**config.mk**
```make
export PLATFORM = sky130hd
export DESIGN_NAME = geometry_coprocessor_register_file_top
export DESIGN_NICKNAME = d
export VERILOG_FILES = /design/src/rtl/gcrf_pkg.sv /design/src/rtl/geometry_coprocessor_register_file_top.sv /design/src/rtl/gcrf_lzc.sv
export SDC_FILE = /design/constraint.sdc
export NUM_CORES = 2
export LEC_CHECK = 0
export ABC_AREA = 0
export BUFFER_PORTS_ARGS = -buffer_cell sky130_fd_sc_hd__buf_2
export CAP_MARGIN = 20
export CORE_MARGIN = 5
export CORE_UTILIZATION = 51
export CTS_CLUSTER_DIAMETER = 150
export DETAILED_ROUTE_END_ITERATION = 12
export PLACE_DENSITY = 0.66
export SYNTH_ARGS = -nofsm -noshare
export SYNTH_HDL_FRONTEND = slang
export SYNTH_HIERARCHICAL = 1
export SYNTH_SLANG_ARGS = --single-unit
```
**constraint.sdc**
```tcl
create_clock -name i_clk -period 6.25 [get_ports i_clk]
set_clock_uncertainty 0.15 [all_clocks]
set_input_delay 0.3125 -clock i_clk [delete_from_list [all_inputs] [get_ports i_clk]]
set_output_delay 0.3125 -clock i_clk [all_outputs]
set_load 0.02 [all_outputs]
```
**src/rtl/gcrf_pkg.sv**
```systemverilog
// shared types, register numbers and helper functions of the geometry
// coprocessor register file; no dependencies
package gcrf_pkg;

    typedef logic [31:0] t_word;
    typedef logic [15:0] t_half;
    typedef logic [1:0]  t_mode;
    typedef logic [4:0]  t_idx;

    localparam int LEAD_W = 6;

    // access modes
    localparam t_mode MODE_DATA_RD = 2'd0;
    localparam t_mode MODE_DATA_WR = 2'd1;
    localparam t_mode MODE_CTRL_RD = 2'd2;
    localparam t_mode MODE_CTRL_WR = 2'd3;

    // data bank
    localparam t_idx DR_VXY0 = 5'd0;
    localparam t_idx DR_VZ0  = 5'd1;
    localparam t_idx DR_VXY1 = 5'd2;
    localparam t_idx DR_VZ1  = 5'd3;
    localparam t_idx DR_VXY2 = 5'd4;
    localparam t_idx DR_VZ2  = 5'd5;
    localparam t_idx DR_RGBC = 5'd6;
    localparam t_idx DR_OTZ  = 5'd7;
    localparam t_idx DR_IR0  = 5'd8;
    localparam t_idx DR_IR1  = 5'd9;
    localparam t_idx DR_IR2  = 5'd10;
    localparam t_idx DR_IR3  = 5'd11;
    localparam t_idx DR_SXY0 = 5'd12;
    localparam t_idx DR_SXY1 = 5'd13;
    localparam t_idx DR_SXY2 = 5'd14;
    localparam t_idx DR_SXYP = 5'd15;
    localparam t_idx DR_SZ0  = 5'd16;
    localparam t_idx DR_SZ1  = 5'd17;
    localparam t_idx DR_SZ2  = 5'd18;
    localparam t_idx DR_SZ3  = 5'd19;
    localparam t_idx DR_RGB0 = 5'd20;
    localparam t_idx DR_RGB1 = 5'd21;
    localparam t_idx DR_RGB2 = 5'd22;
    localparam t_idx DR_RES1 = 5'd23;
    localparam t_idx DR_MAC0 = 5'd24;
    localparam t_idx DR_MAC1 = 5'd25;
    localparam t_idx DR_MAC2 = 5'd26;
    localparam t_idx DR_MAC3 = 5'd27;
    localparam t_idx DR_IRGB = 5'd28;
    localparam t_idx DR_ORGB = 5'd29;
    localparam t_idx DR_LZCS = 5'd30;
    localparam t_idx DR_LZCR = 5'd31;

    // control bank, upper scalar group
    localparam t_idx CR_OFX  = 5'd24;
    localparam t_idx CR_OFY  = 5'd25;
    localparam t_idx CR_H    = 5'd26;
    localparam t_idx CR_DQA  = 5'd27;
    localparam t_idx CR_DQB  = 5'd28;
    localparam t_idx CR_ZSF3 = 5'd29;
    localparam t_idx CR_ZSF4 = 5'd30;
    localparam t_idx CR_FLAG = 5'd31;

    // control bank, matrix groups of eight words
    localparam logic [1:0] GROUP_SCALAR    = 2'd3;
    localparam logic [2:0] MAT_SINGLE_WORD = 3'd4;
    localparam logic [2:0] VEC_FIRST_WORD  = 3'd5;

    localparam t_word FLAG_KEEP_MASK  = 32'h7FFF_F000;
    localparam t_word FLAG_ERROR_MASK = 32'h7F87_E000;
    localparam t_word FLAG_ERROR_BIT  = 32'h8000_0000;
    localparam logic [4:0] COLOR_FIELD_MAX = 5'h1F;

    function automatic t_word sext16(input t_half x);
        return {{16{x[15]}}, x};
    endfunction

    // signed ir / 128 toward zero, clamped to 0..31
    function automatic logic [4:0] color_field(input t_half ir);
        logic [4:0] f;
        if (ir[15]) begin
            f = '0;
        end else if (ir[14:12] != 3'd0) begin
            f = COLOR_FIELD_MAX;
        end else begin
            f = ir[11:7];
        end
        return f;
    endfunction

    // field times 128 as a 16-bit ir value
    function automatic t_half color_expand(input logic [4:0] f);
        return {4'd0, f, 7'd0};
    endfunction

endpackage

```
**src/rtl/geometry_coprocessor_register_file_top.sv**
```systemverilog
// register file of the geometry coprocessor: data and control banks with
// side effects; depends on gcrf_pkg and gcrf_lzc
//
// One access (a read or write of one data or control register) is taken per
// transfer on the input channel, and a new transfer can be taken in every
// cycle while o_stall is low. Each access passes through one input register;
// from there a write updates the register bank at the next edge and a read
// loads the output register, which drives read data on o_read_value with
// o_valid asserted. Writes give no output transfer. Accesses act in transfer
// order, so a read always sees every earlier write. The sustained rate is one
// access per cycle, set by the single input-register to output-register pass;
// it drops only while a read waits behind a stalled output. Side effects of
// data writes: register 15 pushes the screen xy fifo, register 28 loads
// ir1..ir3 from the packed 5-bit colors, register 30 updates the
// leading-count result. Control register 31 (flag) keeps bits 30..12 and
// derives its summary bit 31. Banks and valid bits clear on reset.
module geometry_coprocessor_register_file_top
    import gcrf_pkg::*;
(
    input  logic  i_clk,
    input  logic  i_rst_n,
    // access channel
    input  logic  i_valid,
    output logic  o_stall,
    input  t_mode i_mode,
    input  t_idx  i_reg_index,
    input  t_word i_write_value,
    // read data channel
    output logic  o_valid,
    input  logic  i_stall,
    output t_word o_read_value
);

    // input register
    logic  r_in_valid;
    t_mode r_mode;
    t_idx  r_idx;
    t_word r_val;

    // output register
    logic  r_out_valid;
    t_word r_out_data;

    // data bank
    t_word r_vxy [3];
    t_half r_vz  [3];
    t_word r_rgbc;
    t_half r_otz;
    t_half r_ir  [4];
    t_word r_sxy [3];
    t_half r_sz  [4];
    t_word r_rgb [3];
    t_word r_res1;
    t_word r_mac [4];
    logic [14:0] r_irgb;
    t_word r_lzcs;
    logic [LEAD_W-1:0] r_lzcr;

    // control bank
    t_word r_mat_pair [12];   // matrix words 0..3 of each group
    t_half r_mat_last [3];    // matrix word 4 of each group
    t_word r_vec  [9];
    t_word r_ofs  [2];
    t_half r_h;
    t_half r_dqa;
    t_word r_dqb;
    t_half r_zsf  [2];
    t_word r_flag;

    logic  w_is_read;
    logic  w_adv;
    logic  w_take;
    logic  w_wr_data;
    logic  w_wr_ctrl;
    t_word w_rd_data;
    t_word w_flag_next;
    logic [LEAD_W-1:0] w_lead;

    // control bank decode
    logic [1:0] w_grp;
    logic [2:0] w_word;
    logic       w_in_group;
    logic       w_is_mat;
    logic [3:0] w_pair_sel;
    logic [3:0] w_vec_sel;

    // ---------------------------------------------------------------
    // handshake
    // ---------------------------------------------------------------
    assign w_is_read = (r_mode == MODE_DATA_RD) || (r_mode == MODE_CTRL_RD);
    // writes always leave; reads leave when the output register frees
    assign w_adv     = r_in_valid && (!w_is_read || !r_out_valid || !i_stall);
    assign o_stall   = r_in_valid && !w_adv;
    assign w_take    = i_valid && !o_stall;
    assign w_wr_data = w_adv && (r_mode == MODE_DATA_WR);
    assign w_wr_ctrl = w_adv && (r_mode == MODE_CTRL_WR);

    always_ff @(posedge i_clk) begin
        if (!i_rst_n) begin
            r_in_valid <= 1'b0;
        end else if (w_take) begin
            r_in_valid <= 1'b1;
        end else if (w_adv) begin
            r_in_valid <= 1'b0;
        end
    end

    always_ff @(posedge i_clk) begin
        if (w_take) begin
            r_mode <= i_mode;
            r_idx  <= i_reg_index;
            r_val  <= i_write_value;
        end
    end

    always_ff @(posedge i_clk) begin
        if (!i_rst_n) begin
            r_out_valid <= 1'b0;
        end else if (w_adv && w_is_read) begin
            r_out_valid <= 1'b1;
        end else if (!i_stall) begin
            r_out_valid <= 1'b0;
        end
    end

    always_ff @(posedge i_clk) begin
        if (w_adv && w_is_read) begin
            r_out_data <= w_rd_data;
        end
    end

    assign o_valid      = r_out_valid;
    assign o_read_value = r_out_data;

    // ---------------------------------------------------------------
    // side-effect logic
    // ---------------------------------------------------------------
    gcrf_lzc u_lzc (
        .i_value (r_val),
        .o_count (w_lead)
    );

    // flag keeps bits 30..12, bit 31 summarizes the error bits
    always_comb begin
        w_flag_next = r_val & FLAG_KEEP_MASK;
        if ((w_flag_next & FLAG_ERROR_MASK) != '0) begin
            w_flag_next = w_flag_next | FLAG_ERROR_BIT;
        end
    end

    // matrix / vector groups below register 24
    assign w_grp      = r_idx[4:3];
    assign w_word     = r_idx[2:0];
    assign w_in_group = (w_grp != GROUP_SCALAR);
    assign w_is_mat   = (w_word <= MAT_SINGLE_WORD);
    assign w_pair_sel = {w_grp, w_word[1:0]};
    assign w_vec_sel  = 4'({w_grp, 1'b0}) + 4'(w_grp) + 4'(w_word - VEC_FIRST_WORD);

    // ---------------------------------------------------------------
    // read mux
    // ---------------------------------------------------------------
    always_comb begin
        w_rd_data = '0;
        if (r_mode == MODE_DATA_RD) begin
            unique case (r_idx) inside
                DR_VXY0, DR_VXY1, DR_VXY2: w_rd_data = r_vxy[r_idx[2:1]];
                DR_VZ0, DR_VZ1, DR_VZ2:    w_rd_data = sext16(r_vz[r_idx[2:1]]);
                DR_RGBC:                   w_rd_data = r_rgbc;
                DR_OTZ:                    w_rd_data = {16'd0, r_otz};
                DR_IR0, DR_IR1, DR_IR2, DR_IR3:
                                           w_rd_data = sext16(r_ir[r_idx[1:0]]);
                DR_SXY0, DR_SXY1, DR_SXY2: w_rd_data = r_sxy[r_idx[1:0]];
                DR_SXYP:                   w_rd_data = r_sxy[2];
                DR_SZ0, DR_SZ1, DR_SZ2, DR_SZ3:
                                           w_rd_data = {16'd0, r_sz[r_idx[1:0]]};
                DR_RGB0, DR_RGB1, DR_RGB2: w_rd_data = r_rgb[r_idx[1:0]];
                DR_RES1:                   w_rd_data = r_res1;
                DR_MAC0, DR_MAC1, DR_MAC2, DR_MAC3:
                                           w_rd_data = r_mac[r_idx[1:0]];
                // packed color, saturated ir1..ir3 / 128
                DR_IRGB, DR_ORGB:
                    w_rd_data = {17'd0, color_field(r_ir[3]), color_field(r_ir[2]),
                                 color_field(r_ir[1])};
                DR_LZCS:                   w_rd_data = r_lzcs;
                DR_LZCR:                   w_rd_data = 32'(r_lzcr);
                default:                   w_rd_data = '0;
            endcase
        end else if (w_in_group) begin
            if (!w_is_mat) begin
                w_rd_data = r_vec[w_vec_sel];
            end else if (w_word == MAT_SINGLE_WORD) begin
                w_rd_data = sext16(r_mat_last[w_grp]);
            end else begin
                w_rd_data = r_mat_pair[w_pair_sel];
            end
        end else begin
            unique case (r_idx) inside
                CR_OFX, CR_OFY:   w_rd_data = r_ofs[r_idx[0]];
                CR_H:             w_rd_data = sext16(r_h);
                CR_DQA:           w_rd_data = sext16(r_dqa);
                CR_DQB:           w_rd_data = r_dqb;
                CR_ZSF3, CR_ZSF4: w_rd_data = sext16(r_zsf[r_idx[1]]);
                CR_FLAG:          w_rd_data = r_flag;
                default:          w_rd_data = '0;
            endcase
        end
    end

    // ---------------------------------------------------------------
    // data bank writes
    // ---------------------------------------------------------------
    always_ff @(posedge i_clk) begin
        if (!i_rst_n) begin
            for (int i = 0; i < 3; i++) begin
                r_vxy[i] <= '0;
                r_vz[i]  <= '0;
                r_sxy[i] <= '0;
                r_rgb[i] <= '0;
            end
            for (int i = 0; i < 4; i++) begin
                r_ir[i]  <= '0;
                r_sz[i]  <= '0;
                r_mac[i] <= '0;
            end
            r_rgbc <= '0;
            r_otz  <= '0;
            r_res1 <= '0;
            r_irgb <= '0;
            r_lzcs <= '0;
            r_lzcr <= '0;
        end else if (w_wr_data) begin
            unique case (r_idx) inside
                DR_VXY0, DR_VXY1, DR_VXY2: r_vxy[r_idx[2:1]] <= r_val;
                DR_VZ0, DR_VZ1, DR_VZ2:    r_vz[r_idx[2:1]]  <= r_val[15:0];
                DR_RGBC:                   r_rgbc <= r_val;
                DR_OTZ:                    r_otz  <= r_val[15:0];
                DR_IR0, DR_IR1, DR_IR2, DR_IR3:
                                           r_ir[r_idx[1:0]] <= r_val[15:0];
                DR_SXY0, DR_SXY1, DR_SXY2: r_sxy[r_idx[1:0]] <= r_val;
                // fifo push: shift down, new entry on top
                DR_SXYP: begin
                    r_sxy[0] <= r_sxy[1];
                    r_sxy[1] <= r_sxy[2];
                    r_sxy[2] <= r_val;
                end
                DR_SZ0, DR_SZ1, DR_SZ2, DR_SZ3:
                                           r_sz[r_idx[1:0]] <= r_val[15:0];
                DR_RGB0, DR_RGB1, DR_RGB2: r_rgb[r_idx[1:0]] <= r_val;
                DR_RES1:                   r_res1 <= r_val;
                DR_MAC0, DR_MAC1, DR_MAC2, DR_MAC3:
                                           r_mac[r_idx[1:0]] <= r_val;
                // packed color expands into ir1..ir3
                DR_IRGB: begin
                    r_irgb  <= r_val[14:0];
                    r_ir[1] <= color_expand(r_val[4:0]);
                    r_ir[2] <= color_expand(r_val[9:5]);
                    r_ir[3] <= color_expand(r_val[14:10]);
                end
                DR_LZCS: begin
                    r_lzcs <= r_val;
                    r_lzcr <= w_lead;
                end
                // orgb and lzcr are read only
                default: ;
            endcase
        end
    end

    // ---------------------------------------------------------------
    // control bank writes
    // ---------------------------------------------------------------
    always_ff @(posedge i_clk) begin
        if (!i_rst_n) begin
            for (int i = 0; i < 12; i++) begin
                r_mat_pair[i] <= '0;
            end
            for (int i = 0; i < 3; i++) begin
                r_mat_last[i] <= '0;
            end
            for (int i = 0; i < 9; i++) begin
                r_vec[i] <= '0;
            end
            r_ofs[0] <= '0;
            r_ofs[1] <= '0;
            r_h      <= '0;
            r_dqa    <= '0;
            r_dqb    <= '0;
            r_zsf[0] <= '0;
            r_zsf[1] <= '0;
            r_flag   <= '0;
        end else if (w_wr_ctrl) begin
            if (w_in_group) begin
                if (!w_is_mat) begin
                    r_vec[w_vec_sel] <= r_val;
                end else if (w_word == MAT_SINGLE_WORD) begin
                    r_mat_last[w_grp] <= r_val[15:0];
                end else begin
                    r_mat_pair[w_pair_sel] <= r_val;
                end
            end else begin
                unique case (r_idx) inside
                    CR_OFX, CR_OFY:   r_ofs[r_idx[0]] <= r_val;
                    CR_H:             r_h   <= r_val[15:0];
                    CR_DQA:           r_dqa <= r_val[15:0];
                    CR_DQB:           r_dqb <= r_val;
                    CR_ZSF3, CR_ZSF4: r_zsf[r_idx[1]] <= r_val[15:0];
                    CR_FLAG:          r_flag <= w_flag_next;
                    default: ;
                endcase
            end
        end
    end

    // ---------------------------------------------------------------
    // checks
    // ---------------------------------------------------------------
`ifndef SYNTHESIS
    // a read that leaves the input register lands in the output register
    a_read_lands: assert property (@(posedge i_clk) disable iff (!i_rst_n)
        (w_adv && w_is_read) |=> r_out_valid)
        else $error("read left input register without output data");

    // the input side only stalls behind a read blocked at the output
    a_stall_cause: assert property (@(posedge i_clk) disable iff (!i_rst_n)
        o_stall |-> (r_in_valid && w_is_read && r_out_valid && i_stall))
        else $error("input stalled without a blocked read");

    // leading count lands in 1..32 after an lzcs write
    a_lead_range: assert property (@(posedge i_clk) disable iff (!i_rst_n)
        (w_wr_data && r_idx == DR_LZCS) |=> (r_lzcr != '0 && r_lzcr <= LEAD_W'(32)))
        else $error("leading count out of range");

    // flag summary bit tracks the error bits, low bits stay clear
    a_flag_summary: assert property (@(posedge i_clk) disable iff (!i_rst_n)
        (r_flag[31] == ((r_flag & FLAG_ERROR_MASK) != '0)) && (r_flag[11:0] == 12'd0))
        else $error("flag register inconsistent");
`endif

endmodule

```
**src/rtl/gcrf_lzc.sv**
```systemverilog
// leading sign-bit counter for the lzcs/lzcr pair
// depends on gcrf_pkg
module gcrf_lzc
    import gcrf_pkg::*;
(
    input  t_word             i_value,
    output logic [LEAD_W-1:0] o_count
);

    t_word             w_norm;
    logic [LEAD_W-1:0] w_cnt;

    // fold negatives so the count becomes leading zeros, bit 31 always clear
    always_comb begin
        w_norm = i_value[31] ? ~i_value : i_value;
        w_cnt  = '0;
        if (w_norm[31:16] == 16'd0) begin
            w_cnt  = w_cnt + LEAD_W'(16);
            w_norm = w_norm << 16;
        end
        if (w_norm[31:24] == 8'd0) begin
            w_cnt  = w_cnt + LEAD_W'(8);
            w_norm = w_norm << 8;
        end
        if (w_norm[31:28] == 4'd0) begin
            w_cnt  = w_cnt + LEAD_W'(4);
            w_norm = w_norm << 4;
        end
        if (w_norm[31:30] == 2'd0) begin
            w_cnt  = w_cnt + LEAD_W'(2);
            w_norm = w_norm << 2;
        end
        if (w_norm[31] == 1'b0) begin
            w_cnt  = w_cnt + LEAD_W'(1);
            w_norm = w_norm << 1;
        end
        if (w_norm[31] == 1'b0) begin
            w_cnt = w_cnt + LEAD_W'(1);
        end
    end

    assign o_count = w_cnt;

endmodule
```
======== After elaboration in Yosys (flattened, before gate mapping) ========
Memory sizes are Yosys's and may differ from the RTL's. A register that Yosys moved wholly into a read port is not among the register bits.
Cells that the tools add are included.
storage, ports and cells
  register bits after elaboration ......... 287
  memories ................................ 12
  bits in writable memories ............... 1408
memory list
  memory           words  width  rd ports  clocked after memory_dff  wr ports  RTL line                                      text
  r_mat_pair       12     32     1         1                         12        geometry_coprocessor_register_file_top.sv:60  t_word r_mat_pair [12];
  r_vec            9      32     1         0                         9         geometry_coprocessor_register_file_top.sv:62  t_word r_vec [9];
  r_mac            4      32     1         1                         4         geometry_coprocessor_register_file_top.sv:54  t_word r_mac [4];
  r_rgb            3      32     1         1                         3         geometry_coprocessor_register_file_top.sv:52  t_word r_rgb [3];
  r_sxy            3      32     3         1                         3         geometry_coprocessor_register_file_top.sv:50  t_word r_sxy [3];
  r_vxy            3      32     1         1                         3         geometry_coprocessor_register_file_top.sv:45  t_word r_vxy [3];
  6 more memories  -      -      -         -                         -         -
operators by class
  add/subtract/negate cells ............... 8
  magnitude comparators ................... 1
  bitwise operators ....................... 8
  equality and inequality tests ........... 37
  muxes and demuxes ....................... 146
  reductions and logical operators ........ 55
operators by type and width
  kind                   number
  $mux W32               21
  $pmux W32 S14          1
  $reduce_or A32 Y1      7
  $pmux W32 S6           1
  $mux W16               8
  $mux W1                84
  $eq A5 B5 Y1 const B   16
  $reduce_or A16 Y1      5
  $eq A5 B4 Y1 const B   8
  $mux W5                7
  $mux W2                16
  $not A32 Y32           1
  $reduce_bool A32 Y1    1
  $mux W6                5
  $eq A5 B3 Y1 const B   4
  $logic_not A16 Y1      1
  $add A6 B1 Y6 const B  2
  $mux W4                3
  $reduce_and A3 Y1      4
  $reduce_or A3 Y1       4
  $reduce_or A4 Y1       3
  $eq A5 B2 Y1 const B   2
  $reduce_bool A3 Y1     3
  $logic_not A8 Y1       1
  24 further kinds       47

======== Longest topological paths before layout ========
  depth in word-level cells ............... 14
  mapped depth ............................ 16

======== Modules after synthesis ========
Netlist, hierarchy kept.
by module, submodules not included
  module                                  times used  sequential area each (um^2)  area an instance (um^2)  cells each
  geometry_coprocessor_register_file_top  1           63010.4                      94818.4                  6377
  gcrf_lzc                                1           0.0                          1058.5                   156

======== Least setup slack after synthesis ========
OpenSTA, ideal clock, no wires.
  path kind ............................... flip-flop to flip-flop
  from .................................... reg r_idx[1]
  to ...................................... mem r_ofs[1][0] in the netlist's numbering (enable)
  slack ................................... 0.789 ns
  required time ........................... 5.589 ns
  arrival time ............................ 4.801 ns
  cell stages (with the launch flop) ...... 7
  clock period less this slack ............ 5.461 ns
  cell sequence ........................... edfxtp_1 buf_2 or2_2 clkbuf_1 clkbuf_1 buf_2 o41ai_1
RTL lines
  item                      RTL line                                       text
  start: declaration        geometry_coprocessor_register_file_top.sv:37   t_idx r_idx;
  start signal: assignment  geometry_coprocessor_register_file_top.sv:111  r_idx <= i_reg_index;
  end: declaration          geometry_coprocessor_register_file_top.sv:63   t_word r_ofs [2];

======== Worst setup path in the final report ========
  from .................................... reg r_idx[3]
  to ...................................... reg r_out_data[6], in the netlist o_read_value[6] (data pin)
on the way
  longest elaborated chain between the ends .. 6
ends and longest elaborated chain
  item                    RTL line                                       text
  $add A3 B2 Y4           geometry_coprocessor_register_file_top.sv:157  assign w_vec_sel = 4'({w_grp, 1'b0}) + 4'(w_grp) + 4'(w_word - VEC_FIRST_WORD);
  $add A4 B4 Y4           geometry_coprocessor_register_file_top.sv:157
  $mem_v2 Z9 W32          -
  $mux W32                geometry_coprocessor_register_file_top.sv:189  if (!w_is_mat) begin
  $mux W32                geometry_coprocessor_register_file_top.sv:188  end else if (w_in_group) begin
  $mux W32 (*)            geometry_coprocessor_register_file_top.sv:164  if (r_mode == MODE_DATA_RD) begin
  named net w_rd_data[6]  geometry_coprocessor_register_file_top.sv:75   t_word w_rd_data;
  end signal: assignment  geometry_coprocessor_register_file_top.sv:128  r_out_data <= w_rd_data;
  end: declaration        geometry_coprocessor_register_file_top.sv:42   t_word r_out_data;
Mark *: on every way through the listed nets, which the timed path passes. The rest lies on a longest branch.
A chain may end at the register's enable or synchronous reset.

==> results.sh <==
export IMPL_status="finished clean"
export IMPL_cp_slowest_stage_delay_ns=1.08
export IMPL_finalMaxSlewViolations=0
export IMPL_overflow=0
export IMPL_total_leakage_power_nw=39.2
export IMPL_dp_cells=8998
export IMPL_drtAntennaViolNets=0
export IMPL_via_count=59500
export IMPL_peakVddDrop_mv=0.263
export IMPL_grt_pass1_wl_mm=423
export IMPL_synth_flop_cell="edfxtp_1"
export IMPL_fin_crit_ns=4.90
export IMPL_setup_viol=0
export IMPL_synth_area_leader_cell="edfxtp_1"
export IMPL_cp_end_kind="flop"
export IMPL_relSlewSlack_pct=22.0
export IMPL_clock_sinks=2168
export IMPL_final_cell_mix="1959 x edfxtp_1, 1094 x and2_1, 619 x nand2_1, 419 x mux4_2, 256 x conb_1"
export IMPL_crit_required_ns=6.63
export IMPL_netlist_instances=6533
export IMPL_holdPathStages=2
export IMPL_yosys_warnings=6
export IMPL_gp_congestion=0.898
export IMPL_clock_latency_ns=0.86
export IMPL_seq_area_mm2=0.0630
export IMPL_avgViaCountPerCell=6.27
export IMPL_wl_mm=295
export IMPL_crit_type="flop to flop"
export IMPL_cellPowerDensity_mw_per_mm2=305
export IMPL_async_reset_ff_share_pct=0
export IMPL_fin_setup_tns_ns=0
export IMPL_rr_worst_depth=11
export IMPL_cts_clk_slew_worst_paths_ns=0.06
export IMPL_syn_cell_area_mm2=0.0959
export IMPL_postCtsSetupBuffers=0
export IMPL_cts_tree="built"
export IMPL_hold_viol=0
export IMPL_rsz0062_at_grt="no"
export IMPL_clock_path_buffers=3
export IMPL_drive_gt1_share_pct=17.9
export IMPL_nets=6846
export IMPL_grt_max_degree=81
export IMPL_hold_path_class="input port to flop"
export IMPL_drt_iter0_markers=8393
export IMPL_grt_pass1_vias=58100
export IMPL_synth_seq_cells=2168
export IMPL_path_max_fanout=44
export IMPL_yosysTopAreaCellShare_pct=61.4
export IMPL_synth_cell_type_count=91
export IMPL_path_buf_inv=3
export IMPL_cpLargestDelayFamily="adder cells"
export IMPL_final_common_cell="edfxtp_1"
export IMPL_die_area_mm2=0.197
export IMPL_crit_path_cell_trace="inv_1 -> ha_1 -> inv_1 -> ha_1 -> nor2_1 -> fa_4 -> buf_4 -> mux4_2 -> mux2_2 -> o22ai_1 -> o32ai_1"
export IMPL_cts_root_buf="clkbuf_16"
export IMPL_core_area_mm2=0.187
export IMPL_stdcell_count=9492
export IMPL_crit_slowest_cell="fa_4"
export IMPL_syn_to_final_growth_pct=13.1
export IMPL_worstSetupStartpointType="flop"
export IMPL_multi_input_area_mm2=0.0317
export IMPL_io_buffers=76
export IMPL_start_util_pct=51.2
export IMPL_cts_made_buffers=221
export IMPL_avgRoutedWirePerCell_um=31.1
export IMPL_yosysSeqAreaShare_pct=65.7
export IMPL_synth_edff_count=1959
export IMPL_antenna_found_initial=20
export IMPL_drt_first_pass_iters=7
export IMPL_chipHeight_um=444
export IMPL_track_usage_pct=29.6
export IMPL_die_w_um=444
export IMPL_synth_area_per_cell_um2=14.7
export IMPL_num_fill_cells=14600
export IMPL_cp_depth=11
export IMPL_timing_hold_ws_ns=0.0446
export IMPL_route_detailed_drc=0
export IMPL_ios=77
export IMPL_dp_hpwl_mm=182
export IMPL_max_cap_violations=0
export IMPL_htreeDepth=4
export IMPL_max_freq_ghz=0.204
export IMPL_tightest_slew_ns=1.17
export IMPL_ys_top_cells_by_area="edfxtp_1 61%, mux4_2 9.8%, and2_1 7.1%"
export IMPL_finalCritPeriodShare_pct=78.4
export IMPL_fp_row_count=159
export IMPL_arrival_ns=5.28
-- synth_stat cells, types with 15 or more instances --
cell type,n
buf_2,96
nand4_1,27
clkbuf_1,458
a21oi_1,78
inv_1,15
o211ai_1,24
a21boi_0,193
mux4_2,419
o21ai_0,74
nor3_1,57
mux2i_1,142
and3_1,253
mux2_2,34
nand3_1,45
a22o_1,100
o22ai_1,30
edfxtp_1,1959
dfxtp_1,209
a22oi_1,140
nor4_1,15
nand2b_1,35
buf_4,40
nor2_1,95
nand2_1,619
a221oi_1,31
and2_1,1095
-- report_power, final --
part / switching [mW] / total (mW) / internal [mW] / leakage [nW]
combinational: 2.09 / 3.29 / 1.20 / 14.2
sequential: 0.219 / 16.4 / 16.2 / 21.5
clock: 5.71 / 13.3 / 7.59 / 3.53
total: 8.03 / 33.0 / 25.0 / 39.2
-- repair_timing --
action | CTS | global route
hold endpoints to repair | 86 | 0
endpoints found under the setup margin | 0 | 0
hold buffers | 58 | 0
gates resized for setup | 0 | 0
-- kinds of logic after synthesis --
logic type	count (synthesis)	synth area share, %
buffers and inverters	632	2.87
multiplexers	595	11.7
other	1	0.00391
adder cells (fa/ha/maj)	9	0.125
flip-flops	2168	65.7
XOR/XNOR	11	0.116
AND/OR/NAND/NOR	2318	13.3
AO/OA/AOI/OAI	799	6.19
-- cell type report --
type / count / area share, %
timing repair buffer: 398 / 2.96
inverter: 17 / 0.0588
multi-input combinational: 3988 / 29.2
sequential: 2168 / 58.1
clock buffer: 294 / 5.50
antenna: 15 / 0.0346
clock inverter: 117 / 1.20
tap: 2495 / 2.88
-- through the flow --
step / cell area [µm²] / utilization (%) / power [mW] / worst slack (ns)
floorplan: 96800 / - / 18.7 / 0.789
global placement: 100000 / 53.5 / 19.9 / 1.51
detailed placement: 100000 / 53.6 / 20.0 / 1.46
CTS: 108000 / 57.8 / 33.1 / 1.40
global route: 108000 / 57.8 / 33.9 / 1.23
finish: 108000 / 57.9 / 33.0 / 1.35
-- per-layer routing --
layer / track usage, % / part of all wire (%)
met1: 40.1 / 38
met2: 46.3 / 47
met3: 6.35 / 10
met4: 13.6 / 5.3
met5: 0 / 0.0047
-- sequential cells by signal, summed over array words and instances (netlist names), 128 cells and up, named ones only --
signal	count
r_mac	128
r_sxy	128
r_mat_pair	512
r_vxy	128
r_vec	512
r_rgb	128
-- final timing paths --
path                                        start              end  slack, ns
worst max-delay path                     r_idx[3]  o_read_value[6]       1.35
worst min-delay path            i_write_value[31]        r_val[31]       0.04
worst max register to register           r_idx[3]  o_read_value[6]       1.35
worst min register to register         r_res1[11]       r_res1[11]       0.31
No activity file was read; power rests on OpenSTA's default activity.
